### src/rtl/core/ctos_pkg.sv
package ctos_pkg;

  localparam int MASK_BITS = 36;
  localparam logic [MASK_BITS-1:0] PAIR_MASK_RESET = 36'd67182848;

  localparam logic [2:0] CMD_ADD   = 3'd0;
  localparam logic [2:0] CMD_MARK  = 3'd1;
  localparam logic [2:0] CMD_PURGE = 3'd2;
  localparam logic [2:0] CMD_SCAN  = 3'd3;
  localparam logic [2:0] CMD_CLEAR = 3'd4;

  localparam logic [1:0] RES_DONE  = 2'd0;
  localparam logic [1:0] RES_FULL  = 2'd1;
  localparam logic [1:0] RES_EVENT = 2'd2;

  typedef enum logic [1:0] {
    OUT_ADD,
    OUT_EV_IK,
    OUT_EV_KI,
    OUT_DONE
  } out_sel_t;

  typedef struct packed {
    logic [15:0] left;
    logic [15:0] top;
    logic [14:0] width;
    logic [14:0] height;
    logic [2:0]  kind;
    logic        notify;
  } entry_t;

  typedef struct packed {
    logic     latch_in;
    logic     do_add;
    logic     do_mark;
    logic     do_purge;
    logic     do_clear;
    logic     pair_reset;
    logic     pair_advance;
    logic     test_latch;
    logic     emit;
    out_sel_t emit_sel;
  } dp_cmd_t;

  typedef struct packed {
    logic [2:0] command;
    logic       out_free;
    logic       pair_live;
    logic       pair_last;
    logic       ev_ik;
    logic       ev_ki;
  } dp_stat_t;

  function automatic logic mask_hit(input logic [MASK_BITS-1:0] mask,
                                    input logic [2:0] a, input logic [2:0] b);
    logic [5:0] idx;
    logic       hit;
    idx = 6'(a) * 6'd6 + 6'(b);
    hit = 1'b0;
    if (idx < 6'(MASK_BITS)) begin
      hit = mask[idx];
    end
    return hit;
  endfunction

endpackage

### src/rtl/core/ctos_ctrl.sv
module ctos_ctrl (
  input  logic               clk,
  input  logic               rst,
  input  logic               in_valid,
  output logic               in_ready,
  input  ctos_pkg::dp_stat_t stat,
  output ctos_pkg::dp_cmd_t  cmd
);

  localparam logic [2:0] S_IDLE  = 3'd0;
  localparam logic [2:0] S_EXEC  = 3'd1;
  localparam logic [2:0] S_CHK   = 3'd2;
  localparam logic [2:0] S_TEST  = 3'd3;
  localparam logic [2:0] S_EMIT1 = 3'd4;
  localparam logic [2:0] S_EMIT2 = 3'd5;
  localparam logic [2:0] S_DONE  = 3'd6;

  logic [2:0] state, state_next;

  assign in_ready = (state == S_IDLE);

  always_comb begin
    state_next = state;
    cmd = '0;
    cmd.emit_sel = ctos_pkg::OUT_DONE;
    unique case (state)
      S_IDLE: begin
        if (in_valid) begin
          cmd.latch_in = 1'b1;
          state_next = S_EXEC;
        end
      end
      S_EXEC: begin
        unique case (stat.command)
          ctos_pkg::CMD_ADD: begin
            if (stat.out_free) begin
              cmd.do_add = 1'b1;
              cmd.emit = 1'b1;
              cmd.emit_sel = ctos_pkg::OUT_ADD;
              state_next = S_IDLE;
            end
          end
          ctos_pkg::CMD_MARK: begin
            cmd.do_mark = 1'b1;
            state_next = S_DONE;
          end
          ctos_pkg::CMD_PURGE: begin
            cmd.do_purge = 1'b1;
            state_next = S_DONE;
          end
          ctos_pkg::CMD_CLEAR: begin
            cmd.do_clear = 1'b1;
            state_next = S_DONE;
          end
          ctos_pkg::CMD_SCAN: begin
            cmd.pair_reset = 1'b1;
            state_next = S_CHK;
          end
          default: begin
            state_next = S_DONE;
          end
        endcase
      end
      S_CHK: begin
        if (stat.pair_live) begin
          state_next = S_TEST;
        end else if (stat.pair_last) begin
          state_next = S_DONE;
        end else begin
          cmd.pair_advance = 1'b1;
        end
      end
      S_TEST: begin
        cmd.test_latch = 1'b1;
        state_next = S_EMIT1;
      end
      S_EMIT1: begin
        if (!stat.ev_ik) begin
          state_next = S_EMIT2;
        end else if (stat.out_free) begin
          cmd.emit = 1'b1;
          cmd.emit_sel = ctos_pkg::OUT_EV_IK;
          state_next = S_EMIT2;
        end
      end
      S_EMIT2: begin
        if (!stat.ev_ki || stat.out_free) begin
          cmd.emit = stat.ev_ki;
          cmd.emit_sel = ctos_pkg::OUT_EV_KI;
          if (stat.pair_last) begin
            state_next = S_DONE;
          end else begin
            cmd.pair_advance = 1'b1;
            state_next = S_CHK;
          end
        end
      end
      S_DONE: begin
        if (stat.out_free) begin
          cmd.emit = 1'b1;
          cmd.emit_sel = ctos_pkg::OUT_DONE;
          state_next = S_IDLE;
        end
      end
      default: begin
        state_next = S_IDLE;
      end
    endcase
  end

  always_ff @(posedge clk) begin
    if (rst) begin
      state <= S_IDLE;
    end else begin
      state <= state_next;
    end
  end

endmodule

### src/rtl/core/ctos_dpath.sv
module ctos_dpath #(
  parameter int SLOTS = 8
) (
  input  logic                               clk,
  input  logic                               rst,
  input  ctos_pkg::dp_cmd_t                  cmd,
  output ctos_pkg::dp_stat_t                 stat,
  input  logic [2:0]                         in_command,
  input  ctos_pkg::entry_t                   in_entry,
  input  logic [2:0]                         in_target,
  input  logic [ctos_pkg::MASK_BITS-1:0]     pair_mask,
  output logic                               out_valid,
  input  logic                               out_ready,
  output logic [1:0]                         out_code,
  output logic [2:0]                         out_slot,
  output logic [2:0]                         out_owner,
  output logic [2:0]                         out_other,
  output logic                               out_last
);

  localparam int SLOT_W = $clog2(SLOTS);
  localparam logic [SLOT_W-1:0] LAST_IDX = SLOT_W'(SLOTS - 1);
  localparam logic [SLOT_W-1:0] PREV_IDX = SLOT_W'(SLOTS - 2);

  logic [2:0]        hold_command;
  ctos_pkg::entry_t  hold_entry;
  logic [2:0]        hold_target;

  logic [SLOTS-1:0]  valid;
  logic [SLOTS-1:0]  doomed;
  ctos_pkg::entry_t  mem [SLOTS];
  ctos_pkg::entry_t  rd_i, rd_k;

  logic [SLOT_W-1:0] pi, pk;
  logic              ev_ik, ev_ki;

  logic [SLOT_W-1:0] free_idx;
  logic              full;
  logic              target_ok;
  logic              out_free;

  logic signed [16:0] li, ri, lk, rk, ti, bi, tk, bk;
  logic               ovl;

  logic [1:0] res_code;
  logic [2:0] res_slot, res_owner, res_other;
  logic       res_last;

  always_comb begin
    free_idx = '0;
    for (int j = SLOTS - 1; j >= 0; j--) begin
      if (!valid[j]) begin
        free_idx = SLOT_W'(j);
      end
    end
  end

  assign full      = &valid;
  assign target_ok = (32'(hold_target) < SLOTS) && valid[hold_target[SLOT_W-1:0]];
  assign out_free  = !out_valid || out_ready;

  always_ff @(posedge clk) begin
    if (cmd.latch_in) begin
      hold_command <= in_command;
      hold_entry   <= in_entry;
      hold_target  <= in_target;
    end
  end

  always_ff @(posedge clk) begin
    if (rst) begin
      valid  <= '0;
      doomed <= '0;
    end else if (cmd.do_add && !full) begin
      valid[free_idx]  <= 1'b1;
      doomed[free_idx] <= 1'b0;
    end else if (cmd.do_mark && target_ok) begin
      doomed[hold_target[SLOT_W-1:0]] <= 1'b1;
    end else if (cmd.do_purge) begin
      valid  <= valid & ~doomed;
      doomed <= '0;
    end else if (cmd.do_clear) begin
      valid  <= '0;
      doomed <= '0;
    end
  end

  // slot table: one write port, two registered read ports at the pair counters
  always_ff @(posedge clk) begin
    if (cmd.do_add && !full) begin
      mem[free_idx] <= hold_entry;
    end
    rd_i <= mem[pi];
    rd_k <= mem[pk];
  end

  always_ff @(posedge clk) begin
    if (rst) begin
      pi <= '0;
      pk <= SLOT_W'(1);
    end else if (cmd.pair_reset) begin
      pi <= '0;
      pk <= SLOT_W'(1);
    end else if (cmd.pair_advance) begin
      if (pk == LAST_IDX) begin
        pi <= pi + SLOT_W'(1);
        pk <= pi + SLOT_W'(2);
      end else begin
        pk <= pk + SLOT_W'(1);
      end
    end
  end

  always_comb begin
    li  = $signed({rd_i.left[15], rd_i.left});
    ri  = li + $signed({2'b00, rd_i.width});
    ti  = $signed({rd_i.top[15], rd_i.top});
    bi  = ti + $signed({2'b00, rd_i.height});
    lk  = $signed({rd_k.left[15], rd_k.left});
    rk  = lk + $signed({2'b00, rd_k.width});
    tk  = $signed({rd_k.top[15], rd_k.top});
    bk  = tk + $signed({2'b00, rd_k.height});
    ovl = (li < rk) && (ri > lk) && (ti < bk) && (bi > tk);
  end

  always_ff @(posedge clk) begin
    if (rst) begin
      ev_ik <= 1'b0;
      ev_ki <= 1'b0;
    end else if (cmd.test_latch) begin
      ev_ik <= ovl && rd_i.notify && ctos_pkg::mask_hit(pair_mask, rd_i.kind, rd_k.kind);
      ev_ki <= ovl && rd_k.notify && ctos_pkg::mask_hit(pair_mask, rd_k.kind, rd_i.kind);
    end
  end

  always_comb begin
    res_code  = ctos_pkg::RES_DONE;
    res_slot  = '0;
    res_owner = '0;
    res_other = '0;
    res_last  = 1'b1;
    case (cmd.emit_sel)
      ctos_pkg::OUT_ADD: begin
        if (full) begin
          res_code = ctos_pkg::RES_FULL;
        end else begin
          res_slot = 3'(free_idx);
        end
      end
      ctos_pkg::OUT_EV_IK: begin
        res_code  = ctos_pkg::RES_EVENT;
        res_owner = 3'(pi);
        res_other = 3'(pk);
        res_last  = 1'b0;
      end
      ctos_pkg::OUT_EV_KI: begin
        res_code  = ctos_pkg::RES_EVENT;
        res_owner = 3'(pk);
        res_other = 3'(pi);
        res_last  = 1'b0;
      end
      default: begin
        res_code = ctos_pkg::RES_DONE;
      end
    endcase
  end

  always_ff @(posedge clk) begin
    if (rst) begin
      out_valid <= 1'b0;
    end else if (cmd.emit) begin
      out_valid <= 1'b1;
    end else if (out_ready) begin
      out_valid <= 1'b0;
    end
  end

  always_ff @(posedge clk) begin
    if (cmd.emit) begin
      out_code  <= res_code;
      out_slot  <= res_slot;
      out_owner <= res_owner;
      out_other <= res_other;
      out_last  <= res_last;
    end
  end

  assign stat.command   = hold_command;
  assign stat.out_free  = out_free;
  assign stat.pair_live = valid[pi] && valid[pk];
  assign stat.pair_last = (pi == PREV_IDX) && (pk == LAST_IDX);
  assign stat.ev_ik     = ev_ik;
  assign stat.ev_ki     = ev_ki;

endmodule

### src/rtl/core/collider_table_overlap_scan_unit.sv
// Add: result loaded into the output register from the execute state once it is free;
// mark, purge, clear and unknown commands go through execute and done. Scan: the pair
// walk skips a pair with an empty slot, tests a pair of live slots; results wait on
// output stalls. One item at a time: the next is taken the cycle after its last result
// is loaded into the output register, so the pair walk sets the scan time.
// Reset (synchronous): table emptied, marks cleared, pair_mask to default.
module collider_table_overlap_scan_unit #(
  parameter int SLOTS = 8
) (
  input  logic        clk,
  input  logic        rst,
  input  logic        psel,
  input  logic        penable,
  input  logic        pwrite,
  input  logic [3:0]  paddr,
  input  logic [63:0] pwdata,
  output logic [63:0] prdata,
  output logic        pready,
  input  logic        s_tvalid,
  output logic        s_tready,
  // rect_x[15:0], rect_y[31:16], rect_w[46:32], rect_h[61:47], kind[64:62],
  // notify[65], target_slot[68:66], zero[71:69]
  input  logic [71:0] s_tdata,
  // command[2:0]
  input  logic [2:0]  s_tuser,
  output logic        m_tvalid,
  input  logic        m_tready,
  // slot[2:0], owner_slot[5:3], other_slot[8:6], zero[15:9]
  output logic [15:0] m_tdata,
  // code[1:0]
  output logic [1:0]  m_tuser,
  output logic        m_tlast
);

  logic [ctos_pkg::MASK_BITS-1:0] pair_mask;
  ctos_pkg::dp_cmd_t  cmd;
  ctos_pkg::dp_stat_t stat;
  ctos_pkg::entry_t   in_entry;
  logic [2:0] out_slot, out_owner, out_other;

  assign pready = 1'b1;
  assign prdata = paddr[3] ? 64'd0 : 64'(pair_mask);

  always_ff @(posedge clk) begin
    if (rst) begin
      pair_mask <= ctos_pkg::PAIR_MASK_RESET;
    end else if (psel && penable && pwrite && pready && !paddr[3]) begin
      pair_mask <= pwdata[ctos_pkg::MASK_BITS-1:0];
    end
  end

  assign in_entry.left   = s_tdata[15:0];
  assign in_entry.top    = s_tdata[31:16];
  assign in_entry.width  = s_tdata[46:32];
  assign in_entry.height = s_tdata[61:47];
  assign in_entry.kind   = s_tdata[64:62];
  assign in_entry.notify = s_tdata[65];

  ctos_ctrl u_ctrl (
    .clk      (clk),
    .rst      (rst),
    .in_valid (s_tvalid),
    .in_ready (s_tready),
    .stat     (stat),
    .cmd      (cmd)
  );

  ctos_dpath #(
    .SLOTS (SLOTS)
  ) u_dpath (
    .clk        (clk),
    .rst        (rst),
    .cmd        (cmd),
    .stat       (stat),
    .in_command (s_tuser),
    .in_entry   (in_entry),
    .in_target  (s_tdata[68:66]),
    .pair_mask  (pair_mask),
    .out_valid  (m_tvalid),
    .out_ready  (m_tready),
    .out_code   (m_tuser),
    .out_slot   (out_slot),
    .out_owner  (out_owner),
    .out_other  (out_other),
    .out_last   (m_tlast)
  );

  assign m_tdata = {7'd0, out_other, out_owner, out_slot};

  a_one_item: assert property (@(posedge clk) disable iff (rst)
    s_tvalid && s_tready |=> !s_tready)
    else $error("item accepted while previous item still in progress");

  a_last_code: assert property (@(posedge clk) disable iff (rst)
    m_tvalid |-> (m_tlast == (m_tuser != ctos_pkg::RES_EVENT)))
    else $error("last flag does not match result code");

  a_quiet_pair: assert property (@(posedge clk) disable iff (rst)
    m_tvalid && (m_tuser != ctos_pkg::RES_EVENT) |-> (m_tdata[8:3] == 6'd0))
    else $error("non-event result carries pair slots");

endmodule

### config.mk
export PLATFORM = sky130hd
export DESIGN_NAME = collider_table_overlap_scan_unit
export DESIGN_NICKNAME = d
export VERILOG_FILES = /design/src/rtl/core/ctos_pkg.sv /design/src/rtl/core/ctos_ctrl.sv /design/src/rtl/core/ctos_dpath.sv /design/src/rtl/core/collider_table_overlap_scan_unit.sv
export SDC_FILE = /design/constraint.sdc
export NUM_CORES = 1
export LEC_CHECK = 0
export ABC_AREA = 1
export BUFFER_PORTS_ARGS = -buffer_cell sky130_fd_sc_hd__buf_2
export CORE_MARGIN = 1.5
export CORE_UTILIZATION = 50
export CTS_BUF_LIST = sky130_fd_sc_hd__clkbuf_16
export CTS_CLUSTER_SIZE = 10
export DETAILED_ROUTE_END_ITERATION = 8
export MAX_ROUTING_LAYER = met4
export PLACE_DENSITY = 0.68
export SLEW_MARGIN = 20
export SYNTH_ARGS = -nofsm -noshare
export SYNTH_HDL_FRONTEND = slang
export SYNTH_SLANG_ARGS = --single-unit
### constraint.sdc
create_clock -name clk -period 17.3 [get_ports clk]
set_input_delay 3.46 -clock clk [delete_from_list [all_inputs] [get_ports clk]]
set_output_delay 3.46 -clock clk [all_outputs]
set_load 0.1 [all_outputs]
# Word-level counts from Yosys, hierarchy flattened
# Memories as Yosys holds them, arrays and structs flattened. A register that Yosys moved wholly into a read port is not among the register bits.
# Cells that the tools add are included.
classes:
  add_sub_neg: 9
  n_mul: 2
  magnitude_cmp: 14
  eq_ne: 19
  mux: 77
  bitwise: 7
  reduce_logical: 35
ops:
  columns: ["operator", "count"]
  rows:
  - ["3-bit 2-to-1 mux", 23]
  - ["16-bit by 16-bit adder with 17-bit output", 4]
  - ["8-bit 2-to-1 mux", 7]
  - ["36-bit 2-to-1 mux", 1]
  - ["17-bit by 16-bit > comparator with 1-bit output", 2]
  - ["16-bit by 17-bit < comparator with 1-bit output", 2]
  - ["1-bit 2-to-1 mux", 31]
  - ["3-bit case mux with 7 select lines", 1]
  - ["3-bit equality test, second input constant", 6]
  - ["3-bit case mux with 2 select lines", 3]
  - ["8-bit AND", 2]
  - ["1-bit logical AND", 16]
  - ["3-bit by 4-bit < comparator with 1-bit output, second input constant", 4]
  - ["8-bit inverter", 2]
  - ["8-bit bitwise OR", 2]
  - ["6-bit by 7-bit < comparator with 1-bit output, second input constant", 2]
  - ["6-bit by 3-bit adder with 6-bit output", 2]
  - ["1-bit binary-select mux with 6-bit select", 2]
  - ["3-bit by 2-bit equality test with 1-bit output, second input constant", 4]
  - ["6-bit < comparator, second input constant", 2]
  - ["3-bit case mux with 4 select lines", 1]
  - ["3-bit by 2-bit multiplier with 5-bit output, second input constant", 2]
  - ["1-bit binary-select mux with 3-bit select", 3]
  - ["8-bit AND reduction", 1]
  - ["24 further kinds", 38]
totals:
  reg_bits: 148
  ram_bits: 528
  output_inout_bits: 86
  memories: 1
memory_table:
  columns: ["name", "depth", "width", "rd", "rd_ports_with_merged_regs", "wr", "line_no", "text"]
  rows:
  - ["u_dpath.mem", 8, 66, 2, 2, 1, "ctos_dpath.sv:31", "ctos_pkg::entry_t mem [SLOTS];"]

# Logic depth before layout (Yosys ltp)
logic_depth:
  ltp_word: 15
  depth_mapped: 25
  depth_no_buf: 25

# Modules after synthesis
# A second synthesis with hierarchy kept.
hier_totals:
  cells_unflattened: 4205
  area_unflattened_um2: 39823.2
modules_own_cells:
  columns: ["module", "instances", "cells_per_inst", "area_per_inst_um2", "seq_area_each_um2"]
  rows:
  - ["ctos_dpath", 1, 3778, 37229.5, 21520.6]
  - ["collider_table_overlap_scan_unit", 1, 343, 2149.6, 720.7]
  - ["ctos_ctrl", 1, 84, 444.2, 60.1]

# Least setup slack after synthesis
# No wires, ideal clock.
synth_timing:
  kind: "input to register"
  startpoint: "input port m_tready"
  endpoint: "memory u_dpath.mem[4][0] (netlist name), enable pin"
  setup_ns: 0.653
  arrival_time_ns: 10.464
  setup_slack_ns: 6.183
  path_stages: 7
  path_cell_list: "nor2_1 > nor3_4 > inv_2 > nor2_4 > inv_2 > buf_6 > nor4_1"
synth_between:
  elab_chain_len: 7
synth_lines:
  columns: ["item", "line_no", "text"]
  rows:
  - ["from (decl)", "collider_table_overlap_scan_unit.sv:27", "input logic m_tready,"]
  - ["1-bit logical OR", "ctos_dpath.sv:60", "assign out_free = !out_valid || out_ready;"]
  - ["1-bit 2-to-1 mux", "ctos_ctrl.sv:36", "if (stat.out_free) begin"]
  - ["1-bit 2-to-1 mux", "ctos_ctrl.sv:34", "unique case (stat.command)"]
  - ["5-bit 2-to-1 mux", "ctos_ctrl.sv:26", "unique case (state)"]
  - ["1-bit logical AND", "ctos_dpath.sv:90", "if (cmd.do_add && !full) begin"]
  - ["1-bit 2-to-1 mux", "ctos_dpath.sv:90", null]
  - ["1-bit 2-to-1 mux (implied by the code)", "ctos_dpath.sv:91", "mem[free_idx] <= hold_entry;"]
  - ["to (decl)", "ctos_dpath.sv:31", null]
# Every way passes these cells.

# Final worst setup path
layout_timing:
  startpoint: "input port paddr[3]"
  endpoint: "output port prdata[16]"
layout_between:
  elab_chain_len: 1
layout_lines:
  columns: ["item", "line_no", "text"]
  rows:
  - ["from (decl)", "collider_table_overlap_scan_unit.sv:15", "input logic [3:0] paddr,"]
  - ["36-bit 2-to-1 mux", "collider_table_overlap_scan_unit.sv:42", "assign prdata = paddr[3] ? 64'd0 : 64'(pair_mask);"]
  - ["to (decl)", "collider_table_overlap_scan_unit.sv:17", "output logic [63:0] prdata,"]
# Every way passes these cells.

==> impl_metrics.py <==
metrics = {
    "floorplanning": {
        "core.rowCount": 102,
        "fp.dieW_um": 282,
        "die_area_um2": 79600,
        "design.portCount": 236,
        "die_span_y_um": 282,
        "core_area_um2": 77300,
        "start_util_pct": 50.4,
    },
    "layout": {
        "post_route_cells_drive_above_1_share_pct": 8.41,
        "finish.net_count": 4396,
        "commonest_non_fill_non_tap_cell_in_the_layout": "sky130_fd_sc_hd__o21ai_0",
        "synthesis_to_finish_area_growth_pct": 10.7,
        "final_cell_count_no_fill": 5215,
        "layout.cells.most_common_list": "sky130_fd_sc_hd__o21ai_0, sky130_fd_sc_hd__edfxtp_1, sky130_fd_sc_hd__a21oi_1",
    },
    "setup_path": {
        "max_stage_delay_ns": 0.44,
        "critPathLaunchType": "input port",
        "cp_top_family": "buffers and inverters",
        "cp.required_ns": 13.84,
        "critPathBufInv": 2,
        "critical_path_depth": 3,
        "cp-end-kind": "output pin",
        "critPathArrivalTime_ns": 4.38,
        "cpMaxStageDelayCell": "sky130_fd_sc_hd__buf_2",
        "cp_cell_sequence": "buf_2, nor2_1, buf_2",
        "critical_setup_path_kind": "in2out",
        "critical-path-top-cell-by-count": "sky130_fd_sc_hd__buf_2",
        "reg2regPathDepth": 22,
        "path_max_fanout": 37,
    },
    "power_and_ir_drop": {
        "clock_power_share_pct": 26.1,
        "comb_power_share_pct": 34.0,
        "leakagePower_nw": 16.6,
        "power_per_cell_area_nw_per_um2": 156,
        "power_w": 0.00674,
        "switching_part_of_the_total_power_pct": 38.1,
        "p_int_w": 0.00418,
        "sequential_share_of_power_pct": 39.9,
        "irDropWorstVdd_uv": 82.7,
        "p_switching_w": 0.00257,
    },
    "clock_tree": {
        "cts_max_path_buffers": 3,
        "cts_num_sinks": 808,
        "clock_tree_from_tritoncts": "done",
        "h-tree-depth": 3,
        "clk_root_buffer_cell": "sky130_fd_sc_hd__clkbuf_16",
        "cts_stage_hold_buffer_count": 0,
        "worstSkewPairLatency_ns": 0.66,
        "cts.repair_timing.setup_buffer_count": 0,
        "cts_made_buffers": 93,
        "cts_repair_resize_count": 0,
        "clkSlewWorstSetupHoldPaths_ns": 0.06,
    },
    "timing": {
        "slew_headroom_pct": 27.7,
        "timing.final.setup_violations": 0,
        "fin_crit_ns": 7.84,
        "fraction_of_the_cycle_the_final_worst_path_needs_pct": 45.3,
        "finClkSkew_ns": 0.0228,
        "finalMaxSlewViolations": 0,
        "worst_slew_pin_slew_ns": 1.08,
        "grt_setup_unrepaired": "no",
        "hold_viol_final": 0,
        "maxClockFrequency_mhz": 128,
        "tns_ns": 0,
    },
    "synthesis": {
        "sequential_to_total_area_share_from_yosys_stat_pct": 57.2,
        "post_synth_instance_area_um2": 39000,
        "post_synth_inst_count": 4039,
        "ys_flop_type": "sky130_fd_sc_hd__edfxtp_1",
        "synth_async_sr_flop_share_pct": 0,
        "ys_warn_count": 0,
        "netlist-cell-type-count": 50,
        "synth.avg_cell_area_um2": 9.64,
        "synth_seq_cells": 808,
        "number_of_enable_flip_flop_cells_after_synthesis": 612,
    },
    "drt": {
        "wire_length_on_met1_um": 42400,
        "final_antenna_net_count": 0,
        "routed_wl_um": 103000,
        "drcViolationCount": 0,
        "routedWlPerCell_um": 19.7,
        "drt-vias-per-instance": 5.72,
        "detail_route.iter0.violations": 3133,
        "met2WireLength_um": 49400,
        "highest_layer": "met4",
        "dr.pass1.iters": 8,
        "dr_total_vias": 29800,
        "detailroute.wirelength.met3_um": 7580,
    },
    "global_route": {
        "grt.total_usage_pct": 26.4,
        "pin_count_of_the_biggest_net_entering_global_routing": 190,
        "first_pass_grt_wire_length_um": 156000,
        "via_count_of_the_first_global_routing_pass": 28200,
        "global_route.overflow_total": 0,
        "grt_antenna_before_repair": 2,
    },
    "place": {
        "gpl.final_weighted_congestion": 0.955,
        "port_buffers": 165,
        "placed_cells": 5039,
        "hpwl_um": 60400,
    },
    "outcome": {
        "status": "completed",
    },
    "min_path": {
        "worstHoldPathType": "reg2reg",
        "hold-path-cell-count": 2,
    },
    "flow_run": {
        "max_cap_viol_count": 0,
    },
}
sequential cells by signal, summed over array words and instances (netlist names), 8 cells and up:
| signal | count |
|---|---|
| u_dpath.rd_i | 50 |
| u_dpath.rd_k | 50 |
| u_dpath.lk | 16 |
| u_dpath.valid | 8 |
| u_dpath.hold_entry | 66 |
| u_dpath.li | 16 |
| u_dpath.mem | 528 |
| pair_mask | 36 |
| u_dpath.doomed | 8 |
layer usage:
| layer | global-route usage [%] | up-vias |
|---|---|---|
| met3 | 3.30 | 217 |
| met4 | 11.1 | 0 |
| li1 | - | 14300 |
| met2 | 42.9 | 1212 |
| met1 | 33.4 | 14100 |
| met5 | - | - |
final timing paths:
path / start / endpoint / slack, ns
setup reg to reg: u_dpath.rd_k[34] / u_dpath.ev_ki / 13.17
hold / removal: u_dpath.ev_ik / u_dpath.ev_ik / 0.47
hold reg to reg: u_dpath.ev_ik / u_dpath.ev_ik / 0.47
setup / recovery: paddr[3] / prdata[16] / 9.46
cells in the mapped netlist (3+ instances only):
| master | count | area share, % |
|---|---|---|
| sky130_fd_sc_hd__ha_1 | 144 | 4.6 |
| sky130_fd_sc_hd__a31oi_1 | 140 | 2.2 |
| sky130_fd_sc_hd__nor4_1 | 5 | 0.080 |
| sky130_fd_sc_hd__nor3_1 | 19 | 0.24 |
| sky130_fd_sc_hd__fa_1 | 8 | 0.41 |
| sky130_fd_sc_hd__buf_2 | 46 | 0.59 |
| sky130_fd_sc_hd__nor2_1 | 287 | 2.8 |
| sky130_fd_sc_hd__a21oi_1 | 485 | 6.2 |
| sky130_fd_sc_hd__inv_1 | 411 | 4.0 |
| sky130_fd_sc_hd__o22ai_1 | 3 | 0.048 |
| sky130_fd_sc_hd__nand4_1 | 11 | 0.18 |
| sky130_fd_sc_hd__clkbuf_1 | 169 | 1.6 |
| sky130_fd_sc_hd__a21o_1 | 5 | 0.096 |
| sky130_fd_sc_hd__dfxtp_1 | 196 | 10 |
| sky130_fd_sc_hd__xor2_1 | 39 | 0.88 |
| sky130_fd_sc_hd__nand2_2 | 7 | 0.11 |
| sky130_fd_sc_hd__nand3_1 | 65 | 0.84 |
| sky130_fd_sc_hd__a21boi_1 | 6 | 0.12 |
| sky130_fd_sc_hd__buf_1 | 16 | 0.15 |
| sky130_fd_sc_hd__o211ai_1 | 102 | 2.0 |
| sky130_fd_sc_hd__nor2_2 | 3 | 0.048 |
| sky130_fd_sc_hd__nand2_1 | 450 | 4.3 |
| sky130_fd_sc_hd__nand3b_1 | 4 | 0.077 |
| sky130_fd_sc_hd__xnor2_1 | 26 | 0.58 |
| sky130_fd_sc_hd__inv_2 | 12 | 0.12 |
| sky130_fd_sc_hd__edfxtp_1 | 612 | 47 |
| sky130_fd_sc_hd__buf_4 | 38 | 0.73 |
| sky130_fd_sc_hd__o21ai_1 | 34 | 0.44 |
| sky130_fd_sc_hd__o31ai_1 | 3 | 0.058 |
| sky130_fd_sc_hd__o21ai_0 | 663 | 8.5 |
| sky130_fd_sc_hd__buf_6 | 3 | 0.087 |
cell type report:
type                       count  area (µm²)
antenna                        2        5.00
clock buffer                  94        2350
clock inverter                80         407
fill                        6607       34200
inverter                     425        1610
multi-input combinational   2568       14000
sequential                   808       22300
tap                         1040        1300
timing repair buffer         198        1110
worst min-delay path, cell delays in order (launching register included):
cell and delay (ns):
sky130_fd_sc_hd__dfxtp_1 0.31, sky130_fd_sc_hd__nand2_1 0.06, sky130_fd_sc_hd__a21oi_1 0.05
per-stage QoR:
step                      setup WS [ns]  hold WS, ns  util [%]  cell area (µm²)
after floorplan                    6.18        0.445         -            39100
after global placement             9.50        0.457      52.2            40300
after detailed placement           9.46        0.463      52.2            40300
after CTS                          9.46        0.472      55.7            43100
after global routing               9.37        0.520      55.7            43100
final                              9.46        0.470      55.7            43100
kinds of logic (layout without fill, tap and decap cells):
group,Yosys count,after routing,share of synthesized area (%)
DFF,808,808,57.2
other,2,38,0.0193
and+or+nand+nor,861,861,8.93
AOI/OAI and AO/OA,1454,1454,20.0
adders and majority gates,152,152,5.04
xor gates and xnor gates,65,65,1.46
buffers and inverters,697,797,7.29
power by group through the flow:
stage	Clock (W)	Combinational (W)	Sequential, W
floorplan	0	0.00177	0.00256
global placement	0	0.00221	0.00272
detailed placement	0	0.00227	0.00272
CTS	0.00179	0.00228	0.00268
global route	0.00187	0.00259	0.00271
finish	0.00176	0.00229	0.00269
No activity file was read; power rests on OpenSTA's default activity.
